**src/rtl/core/kptl_pkg.sv**
```systemverilog
// ----------------------------------------------------------------------------
// kptl_pkg
// Shared types and constants of the key peer table lookup block.
// ----------------------------------------------------------------------------
`default_nettype none

package kptl_pkg;

    localparam int TABLE_ENTRIES_DEF = 64;
    localparam int MAX_PEERS_DEF     = 8;
    localparam int MAX_PREDICTIONS   = 2;
    localparam int CMD_QUEUE_DEPTH   = 2;
    localparam int RES_QUEUE_DEPTH   = 2;

    typedef enum logic [1:0] {
        KIND_STATUS = 2'd0,
        KIND_HEADER = 2'd1,
        KIND_PEER   = 2'd2
    } t_kind;

    typedef enum logic [2:0] {
        ST_NEW_ENTRY  = 3'd0,
        ST_PEER_ADDED = 3'd1,
        ST_DUPLICATE  = 3'd2,
        ST_TABLE_FULL = 3'd3,
        ST_PEERS_FULL = 3'd4,
        ST_ZERO_KEY   = 3'd5
    } t_status;

    typedef enum logic {
        FUNC_REGISTER = 1'b0,
        FUNC_LOOKUP   = 1'b1
    } t_func;

    typedef struct packed {
        t_func       func;
        logic [63:0] key;
        logic [31:0] peer;
        logic        peer_given;
        logic [31:0] sender;
    } t_req;

    typedef struct packed {
        t_kind       kind;
        t_status     status;
        logic [1:0]  group;
        logic [63:0] key_out;
        logic [31:0] peer_out;
        logic [3:0]  peer_count;
        logic        last;
    } t_res;

    typedef struct packed {
        t_func       func;
        logic        zero_key;
        logic [63:0] key;
        logic [31:0] addr;
        logic [31:0] sender;
    } t_cmd;

endpackage

`default_nettype wire

```
**src/rtl/core/kptl_fifo.sv**
```systemverilog
// ----------------------------------------------------------------------------
// kptl_fifo
// Small register queue with push/full and pop/empty sides.
// ----------------------------------------------------------------------------
`default_nettype none

module kptl_fifo #(
    parameter int WIDTH = 8,
    parameter int DEPTH = 2
) (
    input  wire logic             i_clk,
    input  wire logic             i_rst_n,
    input  wire logic             i_push,
    input  wire logic [WIDTH-1:0] i_data,
    output logic                  o_full,
    input  wire logic             i_pop,
    output logic      [WIDTH-1:0] o_data,
    output logic                  o_empty
);

    localparam int PW = (DEPTH > 1) ? $clog2(DEPTH) : 1;
    localparam int CW = $clog2(DEPTH + 1);

    logic [WIDTH-1:0] r_slot [DEPTH];
    logic [PW-1:0]    r_wp, n_wp;
    logic [PW-1:0]    r_rp, n_rp;
    logic [CW-1:0]    r_cnt, n_cnt;
    logic             do_push, do_pop;

    assign o_full  = (r_cnt == CW'(DEPTH));
    assign o_empty = (r_cnt == '0);
    assign do_push = i_push && !o_full;
    assign do_pop  = i_pop && !o_empty;
    assign o_data  = r_slot[r_rp];

    always_comb begin
        n_wp  = r_wp;
        n_rp  = r_rp;
        n_cnt = r_cnt;
        if (do_push) begin
            n_wp = (r_wp == PW'(DEPTH - 1)) ? '0 : r_wp + 1'b1;
        end
        if (do_pop) begin
            n_rp = (r_rp == PW'(DEPTH - 1)) ? '0 : r_rp + 1'b1;
        end
        if (do_push && !do_pop) begin
            n_cnt = r_cnt + 1'b1;
        end else if (do_pop && !do_push) begin
            n_cnt = r_cnt - 1'b1;
        end
    end

    always_ff @(posedge i_clk) begin
        if (!i_rst_n) begin
            r_wp  <= '0;
            r_rp  <= '0;
            r_cnt <= '0;
        end else begin
            r_wp  <= n_wp;
            r_rp  <= n_rp;
            r_cnt <= n_cnt;
        end
    end

    always_ff @(posedge i_clk) begin
        if (do_push) begin
            r_slot[r_wp] <= i_data;
        end
    end

endmodule

`default_nettype wire

```
**src/rtl/core/kptl_front.sv**
```systemverilog
// ----------------------------------------------------------------------------
// kptl_front
// Accepts requests, resolves the address to register and flags a zero key,
// and queues the classified command for the table engine.
// ----------------------------------------------------------------------------
`default_nettype none

module kptl_front (
    input  wire logic          i_clk,
    input  wire logic          i_rst_n,
    input  wire logic          i_push,
    input  wire kptl_pkg::t_req i_req,
    output logic               o_full,
    input  wire logic          i_cmd_pop,
    output kptl_pkg::t_cmd     o_cmd,
    output logic               o_cmd_empty
);

    kptl_pkg::t_cmd cmd;

    always_comb begin
        cmd.func     = i_req.func;
        cmd.zero_key = (i_req.key == 64'd0);
        cmd.key      = i_req.key;
        cmd.addr     = i_req.peer_given ? i_req.peer : i_req.sender;
        cmd.sender   = i_req.sender;
    end

    kptl_fifo #(
        .WIDTH ($bits(kptl_pkg::t_cmd)),
        .DEPTH (kptl_pkg::CMD_QUEUE_DEPTH)
    ) u_cmd_q (
        .i_clk   (i_clk),
        .i_rst_n (i_rst_n),
        .i_push  (i_push),
        .i_data  (cmd),
        .o_full  (o_full),
        .i_pop   (i_cmd_pop),
        .o_data  (o_cmd),
        .o_empty (o_cmd_empty)
    );

endmodule

`default_nettype wire

```
**config.mk**
```make
export PLATFORM = sky130hd
export DESIGN_NAME = kptl_front
export DESIGN_NICKNAME = d
export VERILOG_FILES = /design/src/rtl/core/kptl_pkg.sv /design/src/rtl/core/kptl_fifo.sv /design/src/rtl/core/kptl_front.sv
export SDC_FILE = /design/constraint.sdc
export NUM_CORES = 1
export LEC_CHECK = 0
export BUFFER_PORTS_ARGS = -buffer_cell sky130_fd_sc_hd__buf_4
export CAP_MARGIN = 10
export CORE_ASPECT_RATIO = 0.5
export CORE_MARGIN = 4
export CORE_UTILIZATION = 52
export DETAILED_ROUTE_END_ITERATION = 8
export PLACE_DENSITY = 0.75
export SYNTH_ARGS = -nofsm -noshare
export SYNTH_HDL_FRONTEND = slang
export SYNTH_SLANG_ARGS = --single-unit
```
**constraint.sdc**
```tcl
create_clock -name i_clk -period 7.8 [get_ports i_clk]
set_clock_uncertainty 0.2 [all_clocks]
set_input_delay 1.17 -clock i_clk [delete_from_list [all_inputs] [get_ports i_clk]]
set_output_delay 1.17 -clock i_clk [all_outputs]
set_load 0.005 [all_outputs]
```
### Yosys cells after proc, flatten, opt, wreduce, memory -nomap -nowiden

Memories as Yosys holds them, arrays and structs flattened. A register that Yosys moved wholly into a read port is not among the register bits.
Cells that the tools add are included.

* logic and storage cells: 29
* memory bits (read-only): 0
* register bits after elaboration: 4
* memories: 1
* latch bits: 0
* bits in writable memories: 260
* output and inout port bits: 132

* add/subtract/negate cells: 4
* equality and inequality tests: 1
* reductions and logical operators: 11
* mux-type cells: 9
* shift operators: 0
* bitwise logic cells: 0
* order comparisons: 0
* divide/modulo/power cells: 0
* $mul: 0

Memories
* u_cmd_q.r_slot: words 2, width 130, rd ports 1, clocked after memory_dff 1, write ports 1, RTL line kptl_fifo.sv:24 `logic [WIDTH-1:0] r_slot [DEPTH];`

Operators by type and width (count)
* logical NOT 64 bit: 1
* 2-to-1 mux 32 bit: 1
* 2-to-1 mux 1 bit: 6
* logical AND 1 bit: 4
* logical NOT 1 bit: 4
* 2-to-1 mux 2 bit: 2
* adder 1 bit, second input constant: 2
* adder 2 x 1 -> 2 bit, second input constant: 1
* equality test 2 bit, second input constant: 1
* logical NOT 2 bit: 1
* nonzero test 2 bit: 1
* subtractor 2 x 1 -> 2 bit, second input constant: 1

### Logic depth before layout (Yosys ltp)

Gate-level depths: netlist (run 1).

* depth after elaboration: 7
* mapped depth: 7
* depth with buffers taken out: 7

### Modules after synthesis

A second synthesis (run 1) with hierarchy kept.

* cell total of the unflattened synthesis: 486
* area, all modules: 10172.3 µm²

Modules (own cells, without submodules)
* kptl_fifo: instances 1, area each 9640.5 µm², cells an instance 429, sequential area each 7907.6 µm²
* kptl_front: instances 1, area each 531.8 µm², cells an instance 57, sequential area each 0.0 µm²

### Worst setup path before layout (run 1)

No wires, ideal clock.

* kind: input-to-reg
* from: in i_push
* to: mem u_cmd_q.r_slot[0][0] (netlist name) (enable)
* library setup time: 597 ps
* arrival time: 6260 ps
* stages: 2
* data required time: 7003 ps
* setup slack: 743 ps
* buffers on the path: 0
* path through: inv_1 -> nor3_2

* word-level cells in the longest chain between the ends: 3

Ends and longest elaborated chain
* start, declared: RTL line kptl_front.sv:11 `input wire logic i_push,`
* logical AND 1 bit: RTL line kptl_fifo.sv:32 `assign do_push = i_push && !o_full;`
* 2-to-1 mux 1 bit: RTL line kptl_fifo.sv:66 `if (do_push) begin`
* 2-to-1 mux 1 bit (implied by the code): RTL line kptl_fifo.sv:67 `r_slot[r_wp] <= i_data;`
* end, declared: RTL line kptl_fifo.sv:24

Every way passes these cells.

==> reports/metrics.yaml, run 1 <==
grt_usage_pct: 18.4
drt_pass1_iterations: 4
final-max-slew-violation-count: 0
synth_area_leaders: "edfxtp_1, mux2_2, buf_6"
vias_per_cell: 5.20
syn_to_final_growth_pct: 29.9
ir_drop_mv: 0.228
clock_latency_ns: 0.49
max_cap_viol_count: 0
clkSlewWorstSetupHoldPaths_ns: 0.06
synth_xor_area_share_pct: 0.259
grt_max_degree: 77
grt_setup_unrepaired: "no"
synth.distinct_cells: 22
ys_seq_area_share_pct: 77.9
hpwl_um: 14200
clock-root-buffer: "clkbuf_16"
cts_buffers: 23
setup_tns_ns: 0
postSynthCellCount: 487
die_h_um: 107
synth_top_family_by_area: "multiplexers"
ant_nets: 0
multiInputGateArea_um2: 2080
place_ws_ns: 4.04
place.gp.congestion: 0.783
io_buffers: 265
placed_area_um2: 12400
muxShareOfSynthArea_pct: 18.0
die_w_um: 206
dieArea_um2: 22000
worstSetupStartpointType: "flop"
final_cell_mix: "buf_4, edfxtp_1, mux2_2"
h-tree-depth: 1
vias: 5405
grt.overflow.total: 0
slew_headroom_pct: 30.0
seq_area_um2: 7910
final_common_cell: "buf_4"
drive_gt1_share_pct: 60.4
synth-seq-cells: 265
hold_viol: 0
synth_adder_area_share_pct: 0.123
period_share_pct: 54.5
grt_pass1_vias: 5735
antenna_found_initial: 0
synth_nets: 622
fmaxAchievable_ghz: 0.235
outcome: "finished, final reports clean"
critical_path_arrival_ns: 2.88
core_um2: 18800
path_max_fanout: 76
fillers: 1191
worstHoldPathType: "reg2reg"
wire_per_inst_um: 20.2
layout_min_cycle_time_ns: 4.25
start_util_pct: 54.0
drtIter0Drc: 284
cts.sinks: 265
critPathRequiredTime_ns: 6.43
drc: 0
final_design_area_no_fill_um2: 13200
cts_buffer_depth: 3
ctsResizeCount: 0
nets: 900
rows: 35
diodes: 0
cts_tree: "done"
io_pins: 266
synth_warnings: 0
synth_top_cell_by_area: "edfxtp_1"
critPathCaptureType: "primary output"
postCtsHoldBufs: 0
tightest_slew_ns: 1.05
synth-compound-area-share_pct: 0.296
cts_setup_buffers: 0
p_leak_uw: 0.00486
grt_pass1_wl_um: 31500
power.density_nw_per_um2: 310
yosysTopAreaCellShare_pct: 76.9
setup_slack_ns: 3.55
drt-total-wl_um: 21000
synth_area_um2: 10200
avgSynthCellArea_um2: 20.8
synth-simple-area-share_pct: 1.76
finalSetupViolations: 0
worst-setup-path-type: "reg2out"
==> worst max-delay path, cell delays in order, from the launching register on <==
cell     delay (ns)
dfxtp_4        0.85
buf_4          0.90
mux2_2         0.43
buf_4          0.14
==> state kept, by name, summed over array words and instances (netlist names), named ones only <==
| signal | flops |
|---|---|
| u_cmd_q.r_cnt | 2 |
| u_cmd_q.r_rp | 1 |
| u_cmd_q.r_slot | 260 |
| u_cmd_q.r_wp | 1 |
==> stage by stage <==
stage | total power, uW | cells | utilization (%) | hold slack [ns]
3_5_place_dp | 2930 | 999 | 65.9 | 0.295
6_report | 4090 | 1040 | 70.2 | 0.316
2_1_floorplan | 2430 | 487 | - | 0.272
4_1_cts | 4140 | 1040 | 70.2 | 0.316
5_1_grt | 4270 | 1040 | 70.2 | 0.323
3_3_place_gp | 2900 | 998 | 65.8 | 0.286
==> Yosys cell counts <==
master,count
a21boi_0,1
a21oi_1,1
and3_1,1
buf_2,3
buf_4,4
buf_6,10
clkbuf_1,1
dfxtp_1,5
edfxtp_1,260
ha_1,1
inv_1,3
mux2_1,2
mux2_2,160
nand2b_1,1
nand4_1,4
nor2_1,5
nor3_2,1
nor4_1,17
o21a_1,1
o21ai_0,2
or3_1,1
xor2_1,3
==> final timing paths <==
path / startpoint / endpoint / slack (ns) / cells past startpoint
worst max register to register: u_cmd_q.r_cnt[0] / u_cmd_q.r_slot[1][71] / 4.95 / 3
worst min-delay path: u_cmd_q.r_cnt[1] / u_cmd_q.r_cnt[1] / 0.32 / 2
worst min register to register: u_cmd_q.r_cnt[1] / u_cmd_q.r_cnt[1] / 0.32 / 2
worst max-delay path: flop / o_cmd[46] / 3.55 / 3
==> where the power goes <==
group | total [uW] | switching [uW] | internal [uW]
clock | 1210 | 481 | 725
sequential | 1880 | 83.2 | 1790
combinational | 1000 | 432 | 572
==> layer usage <==
metal,routed length (um),GRT usage [%],vias to the layer above
met4,390,4.11,0
met5,0,0,-
li1,-,-,2511
met3,1110,4.05,27
met2,11000,32.7,137
met1,8470,23.3,2730
==> area by class of cell <==
| cell class | count | share of cell area (%) |
|---|---|---|
| clock buffer | 26 | 4.60 |
| clock inverter | 15 | 1.52 |
| multi-input combinational | 201 | 15.8 |
| inverter | 3 | 0.0854 |
| sequential | 265 | 60.0 |
| tap | 259 | 2.46 |
| timing repair buffer | 271 | 15.6 |
==> cell families (layout without fill, tap and decap cells) <==
logic type | after synthesis | count (layout)
multiplexers | 162 | 162
XOR/XNOR | 3 | 3
buffers and inverters | 21 | 315
AO/OA/AOI/OAI | 5 | 5
AND/OR/NAND/NOR | 30 | 30
flip-flops | 265 | 265
adder cells (fa/ha/maj) | 1 | 1
No activity file was read; power rests on OpenSTA's default activity.
==> inputs of run 2 (changes only) <==
CORE_UTILIZATION = 47   (was 52)
PLACE_DENSITY = 0.71   (was 0.75)
clock period = 3.5 ns   (was 7.8 ns; I/O delays follow)
==> reports/metrics.yaml, run 2 (synthesis gave the netlist of run 1 again) <==
tightest_slew_ns: 0.583
io_buffers: 265
hold_depth: 2
r2r_slack_ns: 1.45
slew_headroom_pct: 61.1
drt-total-wl_um: 23000
holdCritStartpoint: "i_rst_n"
crit_path_top_delay_cell: "dfxtp_4"
reg2reg_depth: 3
cpPeakStageDelay_ns: 0.71
cts_buffer_depth: 3
ant_nets: 0
clkSlewWorstSetupHoldPaths_ns: 0.06
drt_pass1_iterations: 4
cts_tree: "done"
place.gp.congestion: 0.763
clock-root-buffer: "clkbuf_16"
power.density_nw_per_um2: 640
fmaxAchievable_ghz: 0.346
grt_max_degree: 55
largest_register_ffs: 260
fillers: 1386
netSwitchingFraction_pct: 25.1
switching_power_uw: 2290
hpwl_um: 14400
path_buf_inv: 2
final-max-slew-violation-count: 0
critPathCaptureType: "primary output"
critPathRequiredTime_ns: 2.77
setup_slack_ns: 0.608
drtIter0Drc: 277
utilization_pct: 68.2
combPwrFrac_pct: 26.6
final_cell_mix: "buf_4, edfxtp_1, mux2_2"
vias: 5836
start_util_pct: 48.6
rows: 37
drc: 0
period_share_pct: 82.6
clock_latency_ns: 0.51
drive_gt1_share_pct: 53.2
die_h_um: 112
hold_viol: 0
regMostFlops: "u_cmd_q.r_slot"
wire_per_inst_um: 19.6
setup_tns_ns: 0
path_max_fanout: 50
crit_chain: "buf_12 -> mux2_2 -> buf_4"
grt.overflow.total: 0
nets: 999
max_cap_viol_count: 0
finalSetupViolations: 0
grt_pass1_vias: 6475
top_regs: "u_cmd_q.r_slot x260, u_cmd_q.r_cnt x2"
diodes: 0
path_delay_family: "flip-flops"
h-tree-depth: 1
cts_buffers: 24
hold_end: "u_cmd_q.r_wp"
final_common_cell: "buf_4"
grt_usage_pct: 18.4
core_um2: 20900
vias_per_cell: 4.98
grt_setup_unrepaired: "no"
place_ws_ns: 1.12
outcome: "finished, final reports clean"
grt_pass1_wl_um: 34900
p_clk_share_pct: 27.7
pwr-share-seq_pct: 45.6
placed_area_um2: 12500
cts.sinks: 265
die_w_um: 216
p_leak_uw: 0.00526
io_pins: 266
critical_path_arrival_ns: 2.17
ir_drop_mv: 0.406
internal_power_uw: 6830
worstHoldPathType: "in2reg"
worstSetupStartpointType: "flop"
antenna_found_initial: 0
dieArea_um2: 24200
worst_r2r_startpoint: "u_cmd_q.r_cnt[0]"
worst-setup-path-type: "reg2out"
layout_min_cycle_time_ns: 2.89
worstReg2RegEnd: "u_cmd_q.r_slot[1][99]"
syn_to_final_growth_pct: 40.2
final_design_area_no_fill_um2: 14200
==> run 2: changes by cell type in the layout (fill, tap and decap cells not counted), sizes merged <==
cell / change
inv: +1
buf: +1
dlygate4sd3: +97
bufinv: -3
clkinvlp: -1
clkbuf: +3
==> run 2: repair_timing <==
| action | in CTS | in global routing |
|---|---|---|
| hold buffers | 94 | 3 |
| gates resized for setup | 0 | 0 |
| buffers inserted | 0 | 0 |
| hold endpoints to repair | 187 | 6 |
==> run 2: layer usage <==
metal  routed length (um)  GRT usage [%]  vias up
li1                     -              -     2706
met1                 9000           21.5     2913
met2                12100           33.9      167
met3                 1090           4.09       50
met4                  765           5.96        0
met5                    0              0        -
==> run 2: how the worst max path moves through the flow <==
| stage | end | depth (start not counted) | slack (ns) | start |
|---|---|---|---|---|
| 2_1_floorplan | u_cmd_q.r_slot[0][0] | 2 | -0.81 | i_push |
| 3_3_place_gp | o_cmd[128] | 3 | 1.13 | flop |
| 3_5_place_dp | o_cmd[128] | 3 | 1.12 | flop |
| 4_1_cts | o_cmd[128] | 3 | 0.56 | flop |
| 5_1_grt | o_cmd[128] | 3 | 0.50 | flop |
| 6_report | o_cmd[128] | 3 | 0.61 | flop |
==> run 2: through the flow <==
stage | hold slack (ns) | cells | power, uW
floorplan | 0.272 | 487 | 5390
global placement | 0.287 | 1033 | 6550
detailed placement | 0.313 | 1033 | 6590
CTS | 0.000547 | 1168 | 9220
global route | 0.0116 | 1171 | 9530
finish | 0.0363 | 1171 | 9110
==> run 2: worst register-to-register path, delay by kind of cell (launching register included) <==
| family | cells | cell delay, ns |
|---|---|---|
| flops | 1 | 0.38 |
| buf+inv | 1 | 0.36 |
| simple gates | 2 | 0.73 |
==> run 2: power groups by stage <==
stage | Clock, uW | Sequential, uW | Combinational (uW)
floorplan | 0 | 4160 | 1220
global placement | 0 | 4200 | 2340
detailed placement | 0 | 4230 | 2360
CTS | 2600 | 4160 | 2460
global route | 2740 | 4190 | 2600
finish | 2530 | 4160 | 2430
==> run 2: cell type report <==
type	count	area, um^2	share of cell area (%)
sequential	265	7910	55.6
inverter	3	23.8	0.167
tap	292	365	2.57
timing repair buffer	369	3100	21.8
clock inverter	12	106	0.747
clock buffer	29	641	4.50
multi-input combinational	201	2080	14.6
==> inputs of run 3 (changes only) <==
ABC_AREA = 1   (was default)
CORE_UTILIZATION = 52   (was 47)
PLACE_DENSITY = 0.75   (was 0.71)
clock period = 2.9 ns   (was 3.5 ns; I/O delays follow)
==> reports/metrics.yaml, run 3 <==
ir_drop_mv: 0.469
synth.distinct_cells: 16
crit_chain: "buf_12 -> mux2_2 -> buf_4"
grt_pass1_vias: 6510
synthFlopType: "edfxtp_1"
avgSynthCellArea_um2: 18.9
synth_edf_count: 260
drive_gt1_share_pct: 50.3
netSwitchingFraction_pct: 24.6
final_common_cell: "buf_4"
die_w_um: 207
cts_tree: "done"
die_h_um: 108
ant_nets: 0
switching_power_uw: 2680
synth_area_um2: 10300
core_um2: 19500
yosysMostFrequentCell: "edfxtp_1"
vias_per_cell: 4.99
path_delay_family: "flip-flops"
ys_seq_area_share_pct: 76.7
fmaxAchievable_ghz: 0.376
setup_tns_ns: 0
h-tree-depth: 1
hold_viol: 0
regMostFlops: "u_cmd_q.r_slot"
ys_top_cells_by_count: "edfxtp_1, mux2_2, nor2_1, inv_1, nand2_1"
grt.overflow.total: 0
period_share_pct: 91.6
top_regs: "u_cmd_q.r_slot x260, u_cmd_q.r_cnt x2"
final_design_area_no_fill_um2: 14400
postSynthCellCount: 545
fin_cells: 1210
grt_setup_unrepaired: "no"
cts_buffer_depth: 3
combPwrFrac_pct: 24.4
worst-setup-path-type: "reg2out"
io_buffers: 265
yosysTopAreaCellShare_pct: 75.7
p_leak_uw: 0.00547
synth-seq-cells: 265
synth_nets: 680
grt_pass1_wl_um: 36000
rows: 36
clock_latency_ns: 0.50
worstSetupStartpointType: "flop"
start_util_pct: 53.0
finalSetupViolations: 0
critPathCaptureType: "primary output"
final-max-slew-violation-count: 0
final_cell_mix: "buf_4, edfxtp_1, mux2_2"
async_flop_share_pct: 0
cpPeakStageDelay_ns: 0.66
largest_register_ffs: 260
path_buf_inv: 2
place.gp.congestion: 0.829
drt_pass1_iterations: 4
worstHoldPathType: "in2reg"
crit_path_top_delay_cell: "dfxtp_4"
critPathRequiredTime_ns: 2.27
critical_path_arrival_ns: 2.02
grt_max_degree: 58
fin_hold_ws_ns: 0.0487
path_max_fanout: 33
internal_power_uw: 8220
pwr-share-seq_pct: 46.3
syn_to_final_growth_pct: 40.1
hpwl_um: 14800
tightest_slew_ns: 0.489
diodes: 0
clkSlewWorstSetupHoldPaths_ns: 0.06
cts.sinks: 265
drc: 0
io_pins: 266
r2r_slack_ns: 0.97
outcome: "finished, final reports clean"
vias: 6036
wire_per_inst_um: 19.3
slew_headroom_pct: 67.4
dieArea_um2: 22300
nets: 1061
p_clk_share_pct: 29.2
clock-root-buffer: "clkbuf_16"
cts_buffers: 24
grt_usage_pct: 20.6
drtIter0Drc: 298
layout_min_cycle_time_ns: 2.66
synth_top_cell_by_area: "edfxtp_1"
dpl.cell_count: 1068
placed_area_um2: 12700
synth_area_leaders: "edfxtp_1, mux2_2, nor2_1"
power.density_nw_per_um2: 754
antenna_found_initial: 0
max_cap_viol_count: 0
drt-total-wl_um: 23400
synth_warnings: 0
## run 3: changes by cell type after synthesis
cell and delta:
xor2_1 -3, and3_1 -1, a21oi_1 +3, or3_1 -1, and2_1 +3, inv_1 +22, o21a_1 -1, nor4_1 -17
nand2_1 +18, nor3_2 -1, a21boi_0 -1, nand2b_1 -1, o21ai_0 +4, nor2_1 +34
## run 3: worst register-to-register path, stage by stage (launching register included)
cell and delay, ns:
dfxtp_1 0.33, inv_2 0.10, o21ai_4 0.08, nor2_4 0.40
buf_4 0.46
## run 3: metrics by stage
| step | util (%) | power, uW | worst slack (ns) |
|---|---|---|---|
| after global routing | 74.2 | 11400 | 0.162 |
| final | 74.2 | 10900 | 0.244 |
| after floorplan | - | 6350 | -0.165 |
| after detailed placement | 65.1 | 7680 | 0.752 |
| after global placement | 65.1 | 7630 | 0.769 |
| after CTS | 74.2 | 11000 | 0.212 |
## run 3: final cells by class
cell class / count / area (um^2)
Fill cell: 1184 / 5020
Multi-Input combinational cell: 237 / 2170
Tap cell: 266 / 333
Clock inverter: 15 / 145
Timing Repair Buffer: 373 / 3130
Sequential cell: 265 / 7910
Clock buffer: 29 / 651
Inverter: 25 / 93.8
## run 3: path summary, 6_finish.rpt
check / from / endpoint / cells after the start
worst max register to register: u_cmd_q.r_cnt[1] / u_cmd_q.r_slot[1][3] / 4
worst min register to register: u_cmd_q.r_rp / flop / 2
worst min-delay path: i_req[37] / u_cmd_q.r_slot[1][36] / 2
worst max-delay path: flop / o_cmd[125] / 3
## run 3: metal layers
metal,part of all wire (%),up-vias,global-route usage [%]
li1,-,2837,-
met1,38,2989,24.8
met2,55,168,38.5
met3,4.3,42,4.02
met4,2.4,0,5.85
met5,0,-,0
## run 3: logic make-up after synthesis
group | Yosys count | synth area share, %
AO/OA/AOI/OAI | 10 | 0.486
adder cells (fa/ha/maj) | 1 | 0.121
buffers and inverters | 43 | 2.48
flip-flops | 265 | 76.7
multiplexers | 162 | 17.7
AND/OR/NAND/NOR | 64 | 2.50
## run 3: power groups by stage
stage / sequential, uW / combinational, uW / clock [uW]
final: 5050 / 2660 / 3190
after global routing: 5080 / 2860 / 3450
after CTS: 5050 / 2680 / 3240
after detailed placement: 5130 / 2550 / 0
after global placement: 5110 / 2520 / 0
after floorplan: 5040 / 1310 / 0
## run 3: what timing repair did
action                    in CTS  in global routing
resized for setup              0                  0
hold buffers                  98                  0
setup buffers                  0                  0
hold endpoints to repair     197                  0
